<file path="src/hw/rtl/bffa_pkg.sv">
package bffa_pkg;

  localparam int MAP_BYTES = 1024;
  localparam int ROW_BYTES = 32;
  localparam int ROWS      = MAP_BYTES / ROW_BYTES;
  localparam int ROW_BITS  = ROW_BYTES * 8;
  localparam int LANE_W    = $clog2(ROW_BYTES);
  localparam int ROW_W     = $clog2(ROWS);
  localparam int BYTE_AW   = $clog2(MAP_BYTES);
  localparam int MEM_AW    = ROW_W + 1;
  localparam int MEM_ROWS  = 2 * ROWS;

  // Field widths fixed by the interface.
  localparam int CNT_W  = 11;
  localparam int NUM_W  = 14;
  localparam int IDX_W  = 10;

  localparam logic [CNT_W-1:0] CFG_RESET = 11'd1024;

  localparam int FIFO_DEPTH = 2;
  localparam int FIFO_AW    = 1;

  localparam logic [1:0] MODE_ALLOC = 2'd0;
  localparam logic [1:0] MODE_FREE  = 2'd1;
  localparam logic [1:0] MODE_LOAD  = 2'd2;
  localparam logic [1:0] MODE_READ  = 2'd3;

  localparam logic [1:0] ST_DONE  = 2'd0;
  localparam logic [1:0] ST_FULL  = 2'd1;
  localparam logic [1:0] ST_RANGE = 2'd2;

  // One classified request as it travels from the front end to the back end.
  typedef struct packed {
    logic [1:0]         mode;
    logic               map_sel;
    logic               err;
    logic [BYTE_AW-1:0] byte_addr;
    logic [2:0]         bit_sel;
    logic [7:0]         value;
  } req_t;

endpackage

</file>
<file path="src/hw/rtl/bffa_front.sv">
module bffa_front (
  input  logic                        in_valid,
  output logic                        in_ready,
  input  logic [1:0]                  mode,
  input  logic                        map_select,
  input  logic [bffa_pkg::NUM_W-1:0]  item_number,
  input  logic [bffa_pkg::IDX_W-1:0]  byte_index,
  input  logic [7:0]                  byte_value,
  input  logic [bffa_pkg::CNT_W-1:0]  n_active,
  input  logic                        fifo_full,
  output logic                        push,
  output bffa_pkg::req_t              req
);

  logic [bffa_pkg::NUM_W:0]   num_limit;
  logic [bffa_pkg::NUM_W-1:0] k;
  logic                       err_free;
  logic                       err_idx;

  assign in_ready = !fifo_full;
  assign push     = in_valid && !fifo_full;

  // A number is legal when it is nonzero and at most eight times the bytes in use.
  assign num_limit = (bffa_pkg::NUM_W + 1)'({n_active, 3'b000});
  assign err_free  = (item_number == '0) ||
                     ((bffa_pkg::NUM_W + 1)'(item_number) > num_limit);
  assign err_idx   = bffa_pkg::CNT_W'(byte_index) >= n_active;
  assign k         = item_number - bffa_pkg::NUM_W'(1);

  always_comb begin
    req.mode    = mode;
    req.map_sel = map_select;
    req.value   = byte_value;
    req.bit_sel = k[2:0];
    if (mode == bffa_pkg::MODE_FREE) begin
      req.byte_addr = k[bffa_pkg::BYTE_AW+2:3];
    end else begin
      req.byte_addr = bffa_pkg::BYTE_AW'(byte_index);
    end
    case (mode)
      bffa_pkg::MODE_ALLOC: req.err = 1'b0;
      bffa_pkg::MODE_FREE:  req.err = err_free;
      default:              req.err = err_idx;
    endcase
  end

endmodule

</file>
<file path="config.mk">
export PLATFORM = sky130hd
export DESIGN_NAME = bffa_front
export DESIGN_NICKNAME = d
export VERILOG_FILES = /design/src/hw/rtl/bffa_pkg.sv /design/src/hw/rtl/bffa_front.sv
export SDC_FILE = /design/constraint.sdc
export NUM_CORES = 1
export LEC_CHECK = 0
export BUFFER_PORTS_ARGS = -buffer_cell sky130_fd_sc_hd__buf_2
export CAP_MARGIN = 20
export CORE_MARGIN = 10
export CORE_UTILIZATION = 35
export DETAILED_ROUTE_END_ITERATION = 8
export PLACE_DENSITY = 0.69
export SYNTH_ARGS = -nofsm -noshare
export SYNTH_HDL_FRONTEND = slang
export SYNTH_SLANG_ARGS = --single-unit
</file>
<file path="constraint.sdc">
create_clock -name vclk -period 1.8
set_clock_uncertainty 0.2 [all_clocks]
set_input_delay 0.18 -clock vclk [all_inputs]
set_output_delay 0.18 -clock vclk [all_outputs]
set_load 0.1 [all_outputs]
</file>
==> impl_results.md <==
- Area growth, synth to finish: 131%
- Placed Area: 0.00174 sq mm
- Mapped cell area: 966 sq um
- CP max stage cell: a221oi_4
- Die footprint: 0.00526 sq mm
- Initial antenna violation count: 0
- Startpoint class of the critical path: primary input
- Sequential power share: 0%
- Cell chain of the critical path: buf_6 -> inv_4 -> ha_4 -> nand4_1 -> a211oi_2 -> o41ai_4 -> a221oi_4 -> buf_12
- Grt ovf: 0
- Starting Density: a little under two fifths
- Hold Buf Count CTS: 0
- Clock buffer count: 0
- Period minus WS final: a little over 2 ns
- Crit end category: output port
- Worst Path Required: 1.42 ns
- Net Switching: 473 uW
- Int Pwr: between 300 and 400 uW
- Global-route usage over all layers: 15.2%
- Fin. max-slew vios: 0
- CP max stage delay: around 0.33 ns
- Crit path launch: n_active[10]
- Most frequent cells in the layout: 26 x buf_4, 23 x buf_2, 20 x buf_6, 14 x buf_12
- 1st-pass router iterations: 4
- CORE AREA: roughly 0.0025 sq mm
- Commonest non-fill, non-tap cell in the layout: buf_4
- Reg area: 0 sq um
- Via count: about 1200
- Yosys warning total: 0
- Endpoints failing setup: 6
- Leakage: around 0.97 nW
- DRT iter0 DRCs: 80
- Sw Ratio: between 50 and 60%
- Critical path type: in -> out
- Max VDD drop: around 0.36 mV
- Dpl cells: ~230
- Worst Tran Pin Value: about 0.49 ns
- Fin worst setup slack: -0.220 ns
- Tcrit/Tclk final: 112%
- I/O pin cnt: 75
- Status: finished, violations left
- Fill cells: approximately 110
- Mapped Nets: ~200
- RSZ-0062 raised after global routing: true
- Rows: 18
- Final net count: 280
- Number of port buffers: 57
- Final Hold Viols: 0
- Number of max-cap violations: 0
- Crit-path max FO: 2
- Hold_ws: ~0.16 ns
- Post-route setup TNS: -0.841 ns
- Die Wd: between 70 and 80 um
- Power Dens Cells: 365 mW/mm^2
- Gate Count Post-Synth: ~130
- Worst rel slew slack: between 60% and 70%
- Final total power: 813 uW
- Ant diodes: 0
- Layout cells sized above 1: a little over two thirds
- Final HPWL DP: between 3000 and 4000 um
- Sequential area share after synthesis: 0%
- Clock network fraction of total power: 0%
- Drt wl/cell: between 15 and 20 um
- Finished Cell Area: approximately 0.0022 sq mm
- Vias per inst: 5.24
- Aggregate routed wire length: roughly 4400 um
- Final non-filler cell total: between 200 and 250
- Max Freq: 0.495 GHz
- Drc violations: 0
- CP endpoint: req[21]
- Crit path DAT: 1.64 ns
- First-pass GRT wire length: 6730 um
- Vias in the first global route: 1448
- Min-Delay Path Class: in -> out
- Failing checks: setup timing
- Comb pwr share: 100.0%
- Syn_area_per_cell: 7.21 sq um
- Library cells used by synthesis: 31
- Number of sequential cells: 0
- Placer Congestion: 0.789
- Post-route ant nets: 0
- Pin count of the biggest net entering global routing: 11
- Die Span Y: 72.5 um
## what timing repair did
item	CTS	global route
setup endpoints to repair	8	8
hold endpoints to repair	0	0
gates resized for setup	69	15
pin swaps	21	4
gates cloned	0	0
buffers inserted	4	2
## per-stage QoR
step	worst slack, ns	utilization (%)
finish	-0.220	87.5
global route	-0.276	87.5
CTS	-0.215	83.8
detailed placement	-0.289	68.4
global placement	-0.224	68.4
floorplan	-0.810	-
## power groups by stage
stage          clock, mW  sequential (mW)  combinational [mW]
2_1_floorplan          0                0               0.508
3_3_place_gp           0                0               0.662
3_5_place_dp           0                0               0.683
4_1_cts                0                0               0.776
5_1_grt                0                0               0.847
6_report               0                0               0.813
## how the worst min path moves through the flow
stage	endpoint	cells past startpoint	from	slack, ns
CTS	req[7]	0	byte_value[7]	0.16
global route	req[0]	0	byte_value[0]	0.16
floorplan	push	1	fifo_full	0.33
global placement	req[7]	0	byte_value[7]	0.16
detailed placement	req[7]	0	byte_value[7]	0.16
finish	req[1]	0	byte_value[1]	0.16
## routing by layer
metal  track usage (%)  vias up  routed length (um)
met5                 0        -                   0
met4              2.74        0                  84
met3              3.40        8                 272
met2              31.1       40                2400
met1              14.8      589                1680
li1                  -      609                   -
## cell families after synthesis
family                   count (synthesis)  synth area share (%)
AND/OR/NAND/NOR                         44                  28.8
AO/OA/AOI/OAI                           29                  18.1
buffers and inverters                   29                  15.5
adder cells (fa/ha/maj)                 22                  28.5
XOR/XNOR                                10                  9.07
## synthesized netlist by cell type, types with 3 or more instances
cell type	count	area share, %
ha_1	22	28
inv_1	16	6.2
nand2_1	13	5.1
buf_4	11	8.5
a21oi_1	9	4.7
o21ai_0	8	4.1
nor2_1	7	2.7
xnor2_1	6	5.4
nor3_1	4	2.1
o21ai_1	4	2.1
xor2_1	4	3.6
nand3_1	3	1.6
nand4_1	3	1.9
## area by class of cell
| cell class | count | area (sq um) | area share (%) |
|---|---|---|---|
| Inverter | 16 | 77.6 | 3.48 |
| Multi-Input combinational cell | 105 | 1240 | 55.5 |
| Timing Repair Buffer | 87 | 876 | 39.3 |
| Tap cell | 30 | 37.5 | 1.69 |
## critical path, delay by kind of cell
| kind | cells | cell delay, ns |
|---|---|---|
| AOI/OAI and AO/OA | 3 | 0.75 |
| adders and majority gates | 1 | 0.25 |
| buffers and inverters | 3 | 0.33 |
| and+or+nand+nor | 1 | 0.13 |
(Power assumes the default switching activity.)
