## config.mk

```make
export PLATFORM = sky130hd
export DESIGN_NAME = bffa_fifo
export DESIGN_NICKNAME = d
export VERILOG_FILES = /design/src/hw/rtl/bffa_pkg.sv /design/src/hw/rtl/bffa_fifo.sv
export SDC_FILE = /design/constraint.sdc
export NUM_CORES = 1
export LEC_CHECK = 0
export ABC_AREA = 1
export BUFFER_PORTS_ARGS = -buffer_cell sky130_fd_sc_hd__buf_2
export CAP_MARGIN = 20
export CORE_MARGIN = 2
export CORE_UTILIZATION = 50
export CTS_BUF_LIST = sky130_fd_sc_hd__clkbuf_4
export DETAILED_ROUTE_END_ITERATION = 10
export PLACE_DENSITY = 0.78
export SETUP_SLACK_MARGIN = 0.4
export SKIP_LAST_GASP = 1
export SYNTH_ARGS = -nofsm -noshare
export SYNTH_HDL_FRONTEND = slang
export SYNTH_SLANG_ARGS = --single-unit
export TNS_END_PERCENT = 10
```

## constraint.sdc

```tcl
create_clock -name clk -period 2.12 [get_ports clk]
set_input_delay 0.318 -clock clk [delete_from_list [all_inputs] [get_ports clk]]
set_output_delay 0.318 -clock clk [all_outputs]
set_load 0.02 [all_outputs]
```

## src/hw/rtl/bffa_pkg.sv

```systemverilog
package bffa_pkg;

  localparam int MAP_BYTES = 1024;
  localparam int ROW_BYTES = 32;
  localparam int ROWS      = MAP_BYTES / ROW_BYTES;
  localparam int ROW_BITS  = ROW_BYTES * 8;
  localparam int LANE_W    = $clog2(ROW_BYTES);
  localparam int ROW_W     = $clog2(ROWS);
  localparam int BYTE_AW   = $clog2(MAP_BYTES);
  localparam int MEM_AW    = ROW_W + 1;
  localparam int MEM_ROWS  = 2 * ROWS;

  // Field widths fixed by the interface.
  localparam int CNT_W  = 11;
  localparam int NUM_W  = 14;
  localparam int IDX_W  = 10;

  localparam logic [CNT_W-1:0] CFG_RESET = 11'd1024;

  localparam int FIFO_DEPTH = 2;
  localparam int FIFO_AW    = 1;

  localparam logic [1:0] MODE_ALLOC = 2'd0;
  localparam logic [1:0] MODE_FREE  = 2'd1;
  localparam logic [1:0] MODE_LOAD  = 2'd2;
  localparam logic [1:0] MODE_READ  = 2'd3;

  localparam logic [1:0] ST_DONE  = 2'd0;
  localparam logic [1:0] ST_FULL  = 2'd1;
  localparam logic [1:0] ST_RANGE = 2'd2;

  // One classified request as it travels from the front end to the back end.
  typedef struct packed {
    logic [1:0]         mode;
    logic               map_sel;
    logic               err;
    logic [BYTE_AW-1:0] byte_addr;
    logic [2:0]         bit_sel;
    logic [7:0]         value;
  } req_t;

endpackage

```

## src/hw/rtl/bffa_fifo.sv

```systemverilog
module bffa_fifo (
  input  logic           clk,
  input  logic           rst,
  input  logic           push,
  input  bffa_pkg::req_t push_data,
  output logic           full,
  input  logic           pop,
  output logic           valid,
  output bffa_pkg::req_t pop_data
);

  bffa_pkg::req_t                 entries [bffa_pkg::FIFO_DEPTH];
  logic [bffa_pkg::FIFO_AW-1:0]   wr_ptr;
  logic [bffa_pkg::FIFO_AW-1:0]   rd_ptr;
  logic [bffa_pkg::FIFO_AW:0]     count;

  assign full     = count == (bffa_pkg::FIFO_AW + 1)'(bffa_pkg::FIFO_DEPTH);
  assign valid    = count != '0;
  assign pop_data = entries[rd_ptr];

  always_ff @(posedge clk) begin
    if (push) begin
      entries[wr_ptr] <= push_data;
    end
  end

  always_ff @(posedge clk) begin
    if (rst) begin
      wr_ptr <= '0;
      rd_ptr <= '0;
      count  <= '0;
    end else begin
      if (push) begin
        wr_ptr <= wr_ptr + bffa_pkg::FIFO_AW'(1);
      end
      if (pop) begin
        rd_ptr <= rd_ptr + bffa_pkg::FIFO_AW'(1);
      end
      if (push && !pop) begin
        count <= count + (bffa_pkg::FIFO_AW + 1)'(1);
      end else if (pop && !push) begin
        count <= count - (bffa_pkg::FIFO_AW + 1)'(1);
      end
    end
  end

endmodule

```

==> results.py <==
metrics = {
    "run_status": {
        "run_status": "complete, no violations",
    },
    "synth": {
        "synth_area_mm2": 0.00214,
        "yosys_warnings": 0,
        "synth_edf_count": 50,
        "synthCells": 111,
        "synth_top_area_share_pct": 70.3,
        "synth_commonest_cells": "50 x edfxtp_1, 20 x mux2_4, 9 x inv_1",
        "avgSynthCellArea_um2": 19.2,
        "synthArstFlopShare_pct": 0,
        "synth_nets": 141,
        "synth.distinct_cells": 16,
        "synth_top_area_cell": "edfxtp_1",
        "ys_ff_latch": 55,
        "synth_area_leaders": "edfxtp_1 70%, mux2_4 14%, dfxtp_1 4.7%",
        "seq_area_frac_synth_pct": 75.0,
        "ys.flop_type": "edfxtp_1",
        "yosysMostFrequentCell": "edfxtp_1",
    },
    "clocking": {
        "cts_setup_buffers": 0,
        "cts.root.buffer_cell": "clkbuf_4",
        "cts.clk_slew.worst_paths_ns": 0.14,
        "cts_tree": "yes",
        "clk_path_buf_depth": 2,
        "insertion_delay_ns": 0.36,
        "htree_levels": 2,
        "cts.sinks": 55,
        "cts_buffers": 5,
    },
    "worst_setup_path": {
        "rr_worst_depth": 3,
        "crit_buf_inv": 2,
        "endpoint_kind": "output port",
        "cpPeakStageDelay_ns": 0.43,
        "cp_slowest_cell": "dfxtp_4",
        "path_max_fanout": 8,
        "critPathLaunchType": "register",
        "reg2reg_from": "wr_ptr$_SDFFE_PP0P_",
        "cp_data_required_time_ns": 1.80,
        "worstSetupPathType": "register to output port",
        "worstPathCellList": "clkbuf_16 > mux2_4 > buf_2",
        "cp.arrival_ns": 1.42,
        "critical-path-top-delay-family": "flip-flops",
        "path_depth": 3,
    },
    "timing": {
        "setup-violations-final": 0,
        "layout_min_cycle_time_ns": 1.74,
        "fin_worst_skew_ns": 0.00960,
        "fin_crit_sh_pct": 82.1,
        "rsz0062_at_grt": "yes",
        "worstMarginPinSlew_ns": 0.391,
        "hold_viol": 0,
        "setup_tns_ns": 0,
        "fmax_ghz": 0.575,
        "slew_violations": 0,
        "relSlewSlack_pct": 73.9,
    },
    "flow_run": {
        "maxCapViolCount": 0,
    },
    "pwr": {
        "power_mw": 2.19,
        "p_leak_nw": 1.11,
        "ir_drop_mv": 0.501,
        "p_per_area_mw_per_mm2": 820,
    },
    "die": {
        "die_y_um": 69.4,
        "coreArea_mm2": 0.00406,
        "start_util_pct": 52.6,
        "die_width_um": 69.4,
        "die-area_mm2": 0.00481,
        "ios": 56,
        "rows": 23,
    },
    "final_layout": {
        "syn2layout_area_growth_pct": 24.9,
        "n_antenna_cell": 0,
        "nNetsFinal": 206,
        "regArea_mm2": 0.00161,
        "fin_cells": 227,
        "multi_input_area_um2": 467,
        "fillCellCount": 302,
        "drive_above_1_share_pct": 53.7,
    },
    "global_route": {
        "track_usage_pct": 14.8,
        "antenna_found_initial": 0,
        "grt_first_pass_wirelength_um": 5330,
        "grt_pass1_vias": 1116,
        "globalRoute.totalOverflow": 0,
        "grt_max_degree": 19,
    },
    "worst_hold_path": {
        "min_from": "push_data[4]",
        "hp-class": "input pin to register",
        "hold-path-cell-count": 1,
    },
    "route": {
        "vias": 1138,
        "wirelength_um": 3500,
        "dr.pass1.iters": 4,
        "detail_route.wl_per_cell_um": 15.4,
        "vias_per_cell": 5.01,
        "ant_nets": 0,
        "drc": 0,
        "drt-initial-drc-count": 62,
    },
    "placed_design": {
        "dpl.hpwl_um": 2490,
        "gp_congestion": 0.718,
        "dp.cells": 218,
        "numPortBuffers": 55,
    },
}
final timing paths:
check | slack (ns) | end
setup / recovery | 0.38 | pop_data[14]
hold / removal | 0.13 | entries[0][4]$_DFFE_PP_
setup reg to reg | 0.88 | entries[1][17]$_DFFE_PP_
hold reg to reg | 0.54 | wr_ptr$_SDFFE_PP0P_
layout make-up:
type	count	area share (%)
sequential	55	60.2
multi-input combinational	44	17.5
timing repair buffer	61	15.9
tap	50	2.35
clock inverter	3	1.45
clock buffer	5	1.41
inverter	9	1.27
worst register-to-register path, cell delays in order (launching register included):
cell and delay, ns:
dfxtp_1 0.39, nand2_1 0.06, inv_1 0.30, buf_12 0.22
repair_timing:
item / 4_1_cts / 5_1_grt
pin swaps: 0 / 0
hold buffers: 0 / 0
gates cloned: 0 / 1
resized for setup: 5 / 23
setup endpoints to repair: 23 / 25
metal layers:
layer	global-route usage, %	share of wire [%]	vias up
met5	0	0	-
met3	5.52	6.3	5
met4	5.23	1.3	0
li1	-	-	538
met2	26.4	53	46
met1	16.2	39	549
cell usage in the layout (no fill, tap or decap), types with 3 or more instances in the layout:
cell type  instances
buf_12             3
buf_4              6
nand2_1            6
mux2_4            24
clkbuf_4           5
edfxtp_1          50
buf_6              6
inv_1              9
nor2_1             5
buf_2             45
dfxtp_1            4
through the flow:
| step | hold slack [ns] | area, um^2 | setup WS, ns | utilization (%) |
|---|---|---|---|---|
| 2_1_floorplan | 0.390 | 2140 | 0.720 | - |
| 3_3_place_gp | 0.498 | 2470 | 0.697 | 61.0 |
| 3_5_place_dp | 0.508 | 2470 | 0.667 | 61.0 |
| 4_1_cts | 0.108 | 2570 | 0.358 | 63.3 |
| 5_1_grt | 0.0758 | 2670 | 0.312 | 65.7 |
| 6_report | 0.131 | 2670 | 0.380 | 65.7 |
logic make-up after synthesis:
| group | Yosys count | share of synthesized area [%] |
|---|---|---|
| buffers and inverters | 12 | 3.98 |
| DFF | 55 | 75.0 |
| adders and majority gates | 1 | 0.586 |
| and+or+nand+nor | 15 | 2.87 |
| xor gates and xnor gates | 1 | 0.410 |
| AOI/OAI and AO/OA | 2 | 0.468 |
| muxes | 25 | 16.7 |
where the power goes:
part           internal, mW  switching [mW]
combinational         0.192           0.190
sequential             1.25          0.0233
clock                 0.243           0.289
total                  1.68           0.503
flip-flops by register name, summed over array words and instances (netlist names), named ones only:
name     cells
count        2
entries     50
rd_ptr       1
wr_ptr       1
(Power assumes the default switching activity.)
